<file path="config.mk">
export PLATFORM = sky130hd
export DESIGN_NAME = single_wire_sensor_reader
export DESIGN_NICKNAME = d
export VERILOG_FILES = /design/src/hdl/swsr_pkg.sv /design/src/hdl/single_wire_sensor_reader.sv /design/src/hdl/swsr_core.sv
export SDC_FILE = /design/constraint.sdc
export NUM_CORES = 1
export LEC_CHECK = 0
export BUFFER_PORTS_ARGS = -buffer_cell sky130_fd_sc_hd__buf_2
export CORE_MARGIN = 3
export CORE_UTILIZATION = 45
export CTS_BUF_LIST = sky130_fd_sc_hd__clkbuf_8
export CTS_CLUSTER_SIZE = 14
export DETAILED_ROUTE_END_ITERATION = 8
export SLEW_MARGIN = 20
export SYNTH_ARGS = -nofsm -noshare
export SYNTH_HDL_FRONTEND = slang
export SYNTH_SLANG_ARGS = --single-unit
</file>
<file path="constraint.sdc">
create_clock -name clk_i -period 4.9 [get_ports clk_i]
set_input_delay 0.98 -clock clk_i [delete_from_list [all_inputs] [get_ports clk_i]]
set_output_delay 0.98 -clock clk_i [all_outputs]
set_load 0.01 [all_outputs]
</file>
<file path="src/hdl/swsr_pkg.sv">
// ----------------------------------------------------------------------------
// swsr_pkg: shared types and constants of the single-wire sensor reader
// Phase codes, register indexes, result record and stream widths.
// ----------------------------------------------------------------------------
`timescale 1ns / 1ps
`default_nettype none

package swsr_pkg;

  // Bits shifted into one received byte
  localparam int unsigned BitsPerByte = 8;
  localparam int unsigned BitIdxW     = $clog2(BitsPerByte);

  // Default tick counter width
  localparam int unsigned TickCounterBitsDef = 16;

  // Configuration port
  localparam int unsigned CfgIdxW  = 2;
  localparam int unsigned CfgDataW = 16;
  localparam int unsigned ReqLowW  = 16;
  localparam int unsigned DelayW   = 8;
  localparam int unsigned FrameW   = 4;
  localparam int unsigned ByteIdxW = 3;
  localparam int unsigned MaxFrameBytes = 8;

  localparam logic [ReqLowW-1:0] ReqLowRst = ReqLowW'(20000);
  localparam logic [DelayW-1:0]  DelayRst  = DelayW'(30);
  localparam logic [FrameW-1:0]  FrameRst  = FrameW'(5);

  // Stream widths (fields packed from bit 0, padded to whole bytes)
  localparam int unsigned InDataW  = 8;
  localparam int unsigned OutDataW = 16;

  typedef enum logic [CfgIdxW-1:0] {
    REG_REQUEST_LOW  = 2'd0,
    REG_SAMPLE_DELAY = 2'd1,
    REG_FRAME_BYTES  = 2'd2
  } cfg_reg_e;

  typedef enum logic [2:0] {
    PH_IDLE      = 3'd0,
    PH_REQUEST   = 3'd1,
    PH_ACK_LOW   = 3'd2,
    PH_ACK_HIGH  = 3'd3,
    PH_ACK_FALL  = 3'd4,
    PH_BIT_HIGH  = 3'd5,
    PH_BIT_DELAY = 3'd6,
    PH_BIT_FALL  = 3'd7
  } phase_e;

  // One result item
  typedef struct packed {
    logic                   busy_res;
    logic                   last_byte;
    logic [BitsPerByte-1:0] data_byte;
    logic                   byte_valid;
    logic                   drive_low;
  } result_t;

endpackage

`default_nettype wire

</file>
<file path="src/hdl/single_wire_sensor_reader.sv">
// ----------------------------------------------------------------------------
// single_wire_sensor_reader: pulse-width bit receiver for a single-wire bus
// Each item is one microsecond tick; every tick gives one result item.
// ----------------------------------------------------------------------------
//  channel   dir  handshake                  payload
//  s_axis    in   s_axis_tvalid/tready       tdata: start_req, line_level
//  m_axis    out  m_axis_tvalid/tready       tdata: drive_low, byte_valid,
//                                            data_byte, busy_res; tlast
//  cfg       in   cfg_we_i (no wait)         cfg_index_i, cfg_data_i
//
//  One tick item per clock while s_axis_tready is high; its result is
//  registered before it shows on m_axis. The rate is set by the sequencer step in
//  swsr_core, which is a single level of compare and increment logic.
//  A skid register holds one result while m_axis stalls; s_axis_tready
//  drops only while that skid register is full.
//  Reset clears the sequence to idle and loads the register defaults.
// ----------------------------------------------------------------------------
`timescale 1ns / 1ps
`default_nettype none

module single_wire_sensor_reader #(
  parameter int unsigned TICK_COUNTER_BITS = swsr_pkg::TickCounterBitsDef
) (
  input  wire logic                          clk_i,
  input  wire logic                          rst_ni,
  // configuration writes
  input  wire logic                          cfg_we_i,
  input  wire logic [swsr_pkg::CfgIdxW-1:0]  cfg_index_i,
  input  wire logic [swsr_pkg::CfgDataW-1:0] cfg_data_i,
  // tick items
  input  wire logic                          s_axis_tvalid,
  output logic                               s_axis_tready,
  input  wire logic [swsr_pkg::InDataW-1:0]  s_axis_tdata,  // [0] start_req, [1] line_level
  // result items
  output logic                               m_axis_tvalid,
  input  wire logic                          m_axis_tready,
  output logic [swsr_pkg::OutDataW-1:0]      m_axis_tdata,  // [0] drive_low, [1] byte_valid,
                                                            // [9:2] data_byte, [10] busy_res
  output logic                               m_axis_tlast   // last_byte
);
  import swsr_pkg::*;

  logic    accept;
  result_t res;

  assign accept = s_axis_tvalid && s_axis_tready;

  swsr_core #(
    .TICK_COUNTER_BITS(TICK_COUNTER_BITS)
  ) u_core (
    .clk_i        (clk_i),
    .rst_ni       (rst_ni),
    .cfg_we_i     (cfg_we_i),
    .cfg_index_i  (cfg_index_i),
    .cfg_data_i   (cfg_data_i),
    .step_i       (accept),
    .start_req_i  (s_axis_tdata[0]),
    .line_level_i (s_axis_tdata[1]),
    .result_o     (res)
  );

  // Output register with a skid stage behind it
  logic    out_vld_q, skid_vld_q;
  result_t out_q, skid_q;
  logic    out_free;

  assign out_free      = !out_vld_q || m_axis_tready;
  assign s_axis_tready = !skid_vld_q;

  always_ff @(posedge clk_i or negedge rst_ni) begin
    if (!rst_ni) begin
      out_vld_q  <= 1'b0;
      skid_vld_q <= 1'b0;
    end else if (out_free) begin
      out_vld_q  <= skid_vld_q || accept;
      skid_vld_q <= 1'b0;
    end else if (accept) begin
      skid_vld_q <= 1'b1;
    end
  end

  always_ff @(posedge clk_i) begin
    if (out_free) begin
      out_q <= skid_vld_q ? skid_q : res;
    end else if (accept) begin
      skid_q <= res;
    end
  end

  assign m_axis_tvalid = out_vld_q;
  assign m_axis_tlast  = out_q.last_byte;
  assign m_axis_tdata  = OutDataW'({out_q.busy_res, out_q.data_byte,
                                    out_q.byte_valid, out_q.drive_low});

endmodule

`default_nettype wire

</file>
<file path="src/hdl/swsr_core.sv">
// ----------------------------------------------------------------------------
// swsr_core: bus sequencer and bit receiver
// Holds the configuration and sequence state; one tick is processed per
// step, and the result of that tick is computed in the same cycle.
// ----------------------------------------------------------------------------
`timescale 1ns / 1ps
`default_nettype none

module swsr_core #(
  parameter int unsigned TICK_COUNTER_BITS = swsr_pkg::TickCounterBitsDef
) (
  input  wire logic                          clk_i,
  input  wire logic                          rst_ni,
  input  wire logic                          cfg_we_i,
  input  wire logic [swsr_pkg::CfgIdxW-1:0]  cfg_index_i,
  input  wire logic [swsr_pkg::CfgDataW-1:0] cfg_data_i,
  input  wire logic                          step_i,
  input  wire logic                          start_req_i,
  input  wire logic                          line_level_i,
  output swsr_pkg::result_t                  result_o
);
  import swsr_pkg::*;

  localparam int unsigned TickW = TICK_COUNTER_BITS;
  localparam int unsigned CmpW  = (TickW > ReqLowW) ? TickW : ReqLowW;
  localparam logic [TickW-1:0] TickSat = {TickW{1'b1}};
  localparam logic [CmpW-1:0]  TickMax = CmpW'(TickSat);
  localparam logic [CmpW-1:0]  CmpOne  = CmpW'(1);

  // Configuration registers
  logic [ReqLowW-1:0] req_low_q;
  logic [DelayW-1:0]  delay_q;
  logic [FrameW-1:0]  frame_q;

  always_ff @(posedge clk_i or negedge rst_ni) begin
    if (!rst_ni) begin
      req_low_q <= ReqLowRst;
      delay_q   <= DelayRst;
      frame_q   <= FrameRst;
    end else if (cfg_we_i) begin
      case (cfg_index_i)
        REG_REQUEST_LOW:  req_low_q <= cfg_data_i[ReqLowW-1:0];
        REG_SAMPLE_DELAY: delay_q   <= cfg_data_i[DelayW-1:0];
        REG_FRAME_BYTES:  frame_q   <= cfg_data_i[FrameW-1:0];
        default: ;
      endcase
    end
  end

  // Clipped targets: zero acts as one, anything past the counter saturates
  logic [CmpW-1:0]   req_ext, dly_ext, req_tgt, dly_tgt;
  logic [FrameW-1:0] nbytes;

  always_comb begin
    req_ext = CmpW'(req_low_q);
    dly_ext = CmpW'(delay_q);
    req_tgt = (req_ext == '0) ? CmpOne : req_ext;
    dly_tgt = (dly_ext == '0) ? CmpOne : dly_ext;
    if (req_tgt > TickMax) req_tgt = TickMax;
    if (dly_tgt > TickMax) dly_tgt = TickMax;
    nbytes = frame_q;
    if (nbytes == '0) nbytes = FrameW'(1);
    if (nbytes > FrameW'(MaxFrameBytes)) nbytes = FrameW'(MaxFrameBytes);
  end

  // Sequence state
  phase_e                 phase_q, phase_d;
  logic [TickW-1:0]       tick_q, tick_d;
  logic [BitIdxW-1:0]     bit_q, bit_d;
  logic [ByteIdxW-1:0]    byte_q, byte_d;
  logic [BitsPerByte-1:0] shift_q, shift_d;

  // A start overrides whatever sequence was running
  phase_e                 cur_phase;
  logic [TickW-1:0]       cur_tick, tick_inc;
  logic [BitIdxW-1:0]     cur_bit;
  logic [ByteIdxW-1:0]    cur_byte;
  logic [BitsPerByte-1:0] cur_shift;
  logic                   byte_done, frame_end;

  always_comb begin
    cur_phase = start_req_i ? PH_REQUEST : phase_q;
    cur_tick  = start_req_i ? '0 : tick_q;
    cur_bit   = start_req_i ? '0 : bit_q;
    cur_byte  = start_req_i ? '0 : byte_q;
    cur_shift = start_req_i ? '0 : shift_q;
    tick_inc  = (cur_tick == TickSat) ? cur_tick : cur_tick + TickW'(1);
    byte_done = (cur_phase == PH_BIT_FALL) && !line_level_i && (cur_bit == '0);
    frame_end = ({1'b0, cur_byte} + FrameW'(1)) >= nbytes;
  end

  // Next state
  always_comb begin
    phase_d = cur_phase;
    tick_d  = cur_tick;
    bit_d   = cur_bit;
    byte_d  = cur_byte;
    shift_d = cur_shift;
    unique case (cur_phase)
      PH_IDLE: ;
      PH_REQUEST: begin
        if (CmpW'(tick_inc) >= req_tgt) begin
          phase_d = PH_ACK_LOW;
          tick_d  = '0;
        end else begin
          tick_d = tick_inc;
        end
      end
      PH_ACK_LOW:  if (!line_level_i) phase_d = PH_ACK_HIGH;
      PH_ACK_HIGH: if (line_level_i)  phase_d = PH_ACK_FALL;
      PH_ACK_FALL: if (!line_level_i) phase_d = PH_BIT_HIGH;
      PH_BIT_HIGH: begin
        if (line_level_i) begin
          phase_d = PH_BIT_DELAY;
          tick_d  = '0;
        end
      end
      PH_BIT_DELAY: begin
        if (CmpW'(tick_inc) >= dly_tgt) begin
          shift_d = {cur_shift[BitsPerByte-2:0], line_level_i};
          bit_d   = cur_bit + BitIdxW'(1);
          tick_d  = '0;
          phase_d = PH_BIT_FALL;
        end else begin
          tick_d = tick_inc;
        end
      end
      PH_BIT_FALL: begin
        if (!line_level_i) begin
          phase_d = PH_BIT_HIGH;
          if (byte_done) begin
            shift_d = '0;
            if (frame_end) begin
              byte_d  = '0;
              phase_d = PH_IDLE;
            end else begin
              byte_d = cur_byte + ByteIdxW'(1);
            end
          end
        end
      end
    endcase
  end

  // Result of this tick
  always_comb begin
    result_o.drive_low  = (cur_phase == PH_REQUEST);
    result_o.byte_valid = byte_done;
    result_o.data_byte  = byte_done ? cur_shift : '0;
    result_o.last_byte  = byte_done && frame_end;
    result_o.busy_res   = (phase_d != PH_IDLE);
  end

  always_ff @(posedge clk_i or negedge rst_ni) begin
    if (!rst_ni) begin
      phase_q <= PH_IDLE;
      tick_q  <= '0;
      bit_q   <= '0;
      byte_q  <= '0;
      shift_q <= '0;
    end else if (step_i) begin
      phase_q <= phase_d;
      tick_q  <= tick_d;
      bit_q   <= bit_d;
      byte_q  <= byte_d;
      shift_q <= shift_d;
    end
  end

endmodule

`default_nettype wire

</file>
==> impl_results.rst <==
.. list-table::
   :header-rows: 1

   * - Metric
     - Value
   * - Post-route fraction of the period consumed by the critical path
     - 0.908
   * - R2R setup slack
     - 770 ps
   * - Number of antenna violations at the first check in global routing
     - 0
   * - Required time at the endpoint of the critical path
     - 5190 ps
   * - Async set or reset register ratio after synthesis
     - 0.724
   * - Layout overhead on the synthesized area
     - 11.8%
   * - Clock Tree Root
     - sky130_fd_sc_hd__clkbuf_8
   * - Power Dens Cells
     - 305 nW/um^2
   * - Cell depth of the worst setup path
     - 19
   * - Logic gate share of total power
     - 0.197
   * - Post-synth EDFFs
     - 24
   * - H-tree depth
     - 3
   * - Multi-input gate area in the final layout
     - 2590 um^2
   * - Slew at the pin closest to its max-slew limit
     - 756 ps
   * - Count of unresolved DRC violations after routing
     - 0
   * - Clock Power Share
     - 0.292
   * - Accumulated negative setup slack
     - 0 ps
   * - GPL Wtd Cong
     - 0.883
   * - Largest net degree at the start of global routing
     - 46
   * - Worst hold slack across all endpoints
     - 513 ps
   * - Core region area
     - 11000 um^2
   * - Worst reg-to-reg path cell count
     - 18
   * - # fillers
     - 987
   * - Average instance area after synthesis
     - 10.3 um^2
   * - Worst vdd ir
     - 0.255 mV
   * - Switching power total
     - 558 uW
   * - Post-layout net count
     - 601
   * - Number of cells after detailed placement
     - 669
   * - Total buffers and inverters traversed by the critical path
     - 1
   * - Worst setup startpoint
     - s_axis_tdata[0]
   * - Diode insertion count for antenna repair
     - 0
   * - Post-synthesis cell area
     - 5120 um^2
   * - Highest attainable clock frequency
     - 225 MHz
   * - Number of failing setup endpoints in the final timing report
     - 0
   * - Register area
     - 2310 um^2
   * - Termination of the worst setup path
     - u_core.shift_q[3]$_DFFE_PN0P_
   * - Crit start category
     - input port
   * - Post-synthesis cell type count
     - 71
   * - Vias in the first global route
     - 3831
   * - Layout Cells excl Fill
     - 685
   * - Switching share of power
     - 0.319
   * - Final slew viol count
     - 0
   * - Reg-to-Reg End
     - u_core.shift_q[3]$_DFFE_PN0P_
   * - Horizontal die dimension
     - 113 um
   * - P_leak
     - 0.00259 uW
   * - Setup repair after global routing missed its margin
     - no
   * - Leading cell type in the layout, fill and taps excluded
     - sky130_fd_sc_hd__dfrtp_1
   * - Start-to-end type of the worst setup path
     - in2reg
   * - Post-CTS setup-driven buffer insertion count
     - 0
   * - Category of cells accounting for the largest share of critical-path delay
     - simple AND/OR/NAND/NOR gates
   * - Die height
     - 113 um
   * - Internal Power
     - 1190 uW
   * - Maximum cell stage delay along the critical path
     - 380 ps
   * - Share of total power in sequential cells
     - 0.511
   * - Crit-path most repeated cell
     - sky130_fd_sc_hd__nor2b_1
   * - Number of max-cap violations
     - 0
   * - Hold Violations, Final
     - 0
   * - Via count
     - 3851
   * - Clock tree from TritonCTS
     - yes
   * - Warning count from the yosys run
     - 0
   * - Number of buffers created by CTS
     - 9
   * - Prevailing post-synth register cell
     - sky130_fd_sc_hd__dfrtp_1
   * - Synthesized instance count
     - 498
   * - First-pass DRT Iterations
     - 4
   * - Max_slew headroom
     - 0.496
   * - Count of boundary I/O pins
     - 50
   * - Total grt overflow
     - 0
   * - Worst endpoint data arrival time
     - 4740 ps
   * - Area enclosed by the die boundary
     - 12700 um^2
   * - Clock skew
     - 14.9 ps
   * - Sinks on Clock Net
     - 87
   * - Layout cells sized above 1
     - 0.233
   * - Total routing usage reported by global routing
     - 0.186
   * - Global-route wire length before repair
     - 19000 um
   * - Min-delay worst type
     - in2async
   * - Ordered list of cells on the worst path
     - buf_2, nor2b_2, ha_2, and4b_1, and4_1, nand2_4, and3_4, nand2_1, xor2_1, nor2_1, ha_1, a21o_1, a21oi_1, nor2b_1, a2111oi_4, nand4bb_2, or2_1, nor2b_1, a22o_1
   * - Worst Path Max Fanout
     - 10
   * - Clock-pin slew on the worst setup and hold paths
     - 110 ps
   * - Most frequent cells in the layout
     - 52 x sky130_fd_sc_hd__dfrtp_1, 39 x sky130_fd_sc_hd__nand2_1, 38 x sky130_fd_sc_hd__buf_2
   * - Post-layout power
     - 1750 uW
   * - Final cell utilization of the core
     - 0.522
   * - Element type at the critical path end
     - register
   * - Wire per inst
     - 16.4 um
   * - Cell at the slowest stage of the critical path
     - sky130_fd_sc_hd__and4_1
   * - Number of port buffers
     - 38
   * - Worst skew pair latency
     - 390 ps
   * - Site row count
     - 38
   * - Resize count post-CTS
     - 0
   * - Sequential fraction of the synthesis area
     - 0.451
   * - Iteration-0 DRC Markers
     - 151
   * - Number of hold-repair buffers added at the cts stage
     - 0
   * - Status
     - finished clean
   * - Post-DP HPWL
     - 8410 um
   * - Maximum clock path buffer count
     - 2
   * - Total of flip-flops plus latches after synthesis
     - 87
   * - Worst r2r src
     - u_core.tick_q[1]$_DFFE_PN0P_
   * - Average vias per placed instance
     - 5.62
   * - Number of nets with antenna violations after detailed routing
     - 0
   * - Final Routed Wirelength
     - 11300 um
   * - Starting density of the core
     - 0.467
   * - Crit path time final
     - 4450 ps
-- metrics by stage --
step           instance area [um^2]  setup slack [ps]
2_1_floorplan                  5190              45.2
3_3_place_gp                   5530               117
3_5_place_dp                   5530              40.3
4_1_cts                        5730               465
5_1_grt                        5730               185
6_report                       5730               450
-- flip-flops by register name, indices dropped and copies added, names as in the netlist --
signal,count
skid_q,12
u_core.byte_q,3
u_core.shift_q,8
u_core.frame_q,4
u_core.tick_q,16
u_core.req_ext,16
u_core.delay_q,8
u_core.bit_q,3
m_axis_tvalid,1
u_core.phase_q,3
skid_vld_q,1
m_axis_tlast,1
m_axis_tdata,11
-- kinds of logic after synthesis --
| family | share of synthesized area |
|---|---|
| AND/OR/NAND/NOR | 0.181 |
| AO/OA/AOI/OAI | 0.161 |
| flip-flops | 0.451 |
| buffers and inverters | 0.0547 |
| adder cells (fa/ha/maj) | 0.0732 |
| multiplexers | 0.0610 |
| XOR/XNOR | 0.0171 |
| other | 0.000732 |
-- metal layers --
| metal | share of wire | vias up | track usage |
|---|---|---|---|
| met1 | 0.48 | 1887 | 0.259 |
| met4 | 0.013 | 0 | 0.0633 |
| met2 | 0.46 | 70 | 0.291 |
| met5 | 0 | - | 0 |
| met3 | 0.044 | 14 | 0.0390 |
| li1 | - | 1880 | - |
-- worst min-delay path by stage --
stage | cells after the start | end | slack (ps)
3_5_place_dp | 1 | u_core.shift_q[7]$_DFFE_PN0P_ | 490
2_1_floorplan | 1 | u_core.shift_q[7]$_DFFE_PN0P_ | 460
5_1_grt | 1 | u_core.shift_q[0]$_DFFE_PN0P_ | 530
6_report | 1 | u_core.shift_q[0]$_DFFE_PN0P_ | 510
4_1_cts | 1 | u_core.shift_q[7]$_DFFE_PN0P_ | 510
3_3_place_gp | 1 | u_core.shift_q[7]$_DFFE_PN0P_ | 480
-- area by class of cell --
| class | count | share of cell area |
|---|---|---|
| multi-input combinational | 351 | 0.451 |
| sequential | 87 | 0.403 |
| timing repair buffer | 57 | 0.0581 |
| tap | 140 | 0.0306 |
| inverter | 34 | 0.0223 |
| clock buffer | 9 | 0.0216 |
| clock inverter | 7 | 0.0131 |
-- power by group through the flow --
stage	Combinational, uW	Sequential [uW]	Clock (uW)
6_report	344	894	511
3_3_place_gp	336	906	0
3_5_place_dp	347	909	0
4_1_cts	349	894	528
5_1_grt	395	907	552
2_1_floorplan	262	886	0
-- cells in the mapped netlist (3+ instances only) --
| master | count | area, um^2 |
|---|---|---|
| sky130_fd_sc_hd__dfrtp_1 | 52 | 1300 |
| sky130_fd_sc_hd__nand2_1 | 40 | 150 |
| sky130_fd_sc_hd__inv_1 | 34 | 128 |
| sky130_fd_sc_hd__ha_1 | 30 | 375 |
| sky130_fd_sc_hd__nor2_1 | 28 | 105 |
| sky130_fd_sc_hd__mux2_2 | 26 | 293 |
| sky130_fd_sc_hd__edfxtp_1 | 24 | 721 |
| sky130_fd_sc_hd__a22o_1 | 23 | 201 |
| sky130_fd_sc_hd__o21ai_0 | 23 | 115 |
| sky130_fd_sc_hd__a21oi_1 | 19 | 95.1 |
| sky130_fd_sc_hd__clkbuf_1 | 16 | 60.1 |
| sky130_fd_sc_hd__nand2b_1 | 15 | 93.8 |
| sky130_fd_sc_hd__nor2b_1 | 15 | 93.8 |
| sky130_fd_sc_hd__dfstp_2 | 11 | 289 |
| sky130_fd_sc_hd__nor3_1 | 9 | 45.0 |
| sky130_fd_sc_hd__and2_1 | 8 | 50.1 |
| sky130_fd_sc_hd__a21o_1 | 7 | 52.6 |
| sky130_fd_sc_hd__buf_4 | 7 | 52.6 |
| sky130_fd_sc_hd__nand3_1 | 7 | 35.0 |
| sky130_fd_sc_hd__nand3b_1 | 7 | 52.6 |
| sky130_fd_sc_hd__nand4_1 | 7 | 43.8 |
| sky130_fd_sc_hd__xnor2_1 | 6 | 52.6 |
| sky130_fd_sc_hd__and4_1 | 5 | 43.8 |
| sky130_fd_sc_hd__buf_2 | 5 | 25.0 |
| sky130_fd_sc_hd__and3_1 | 4 | 25.0 |
| sky130_fd_sc_hd__xor2_1 | 4 | 35.0 |
| sky130_fd_sc_hd__and4b_1 | 3 | 30.0 |
| sky130_fd_sc_hd__nor4_1 | 3 | 18.8 |
| sky130_fd_sc_hd__o211ai_1 | 3 | 22.5 |
No activity file was read; power rests on OpenSTA's default activity.
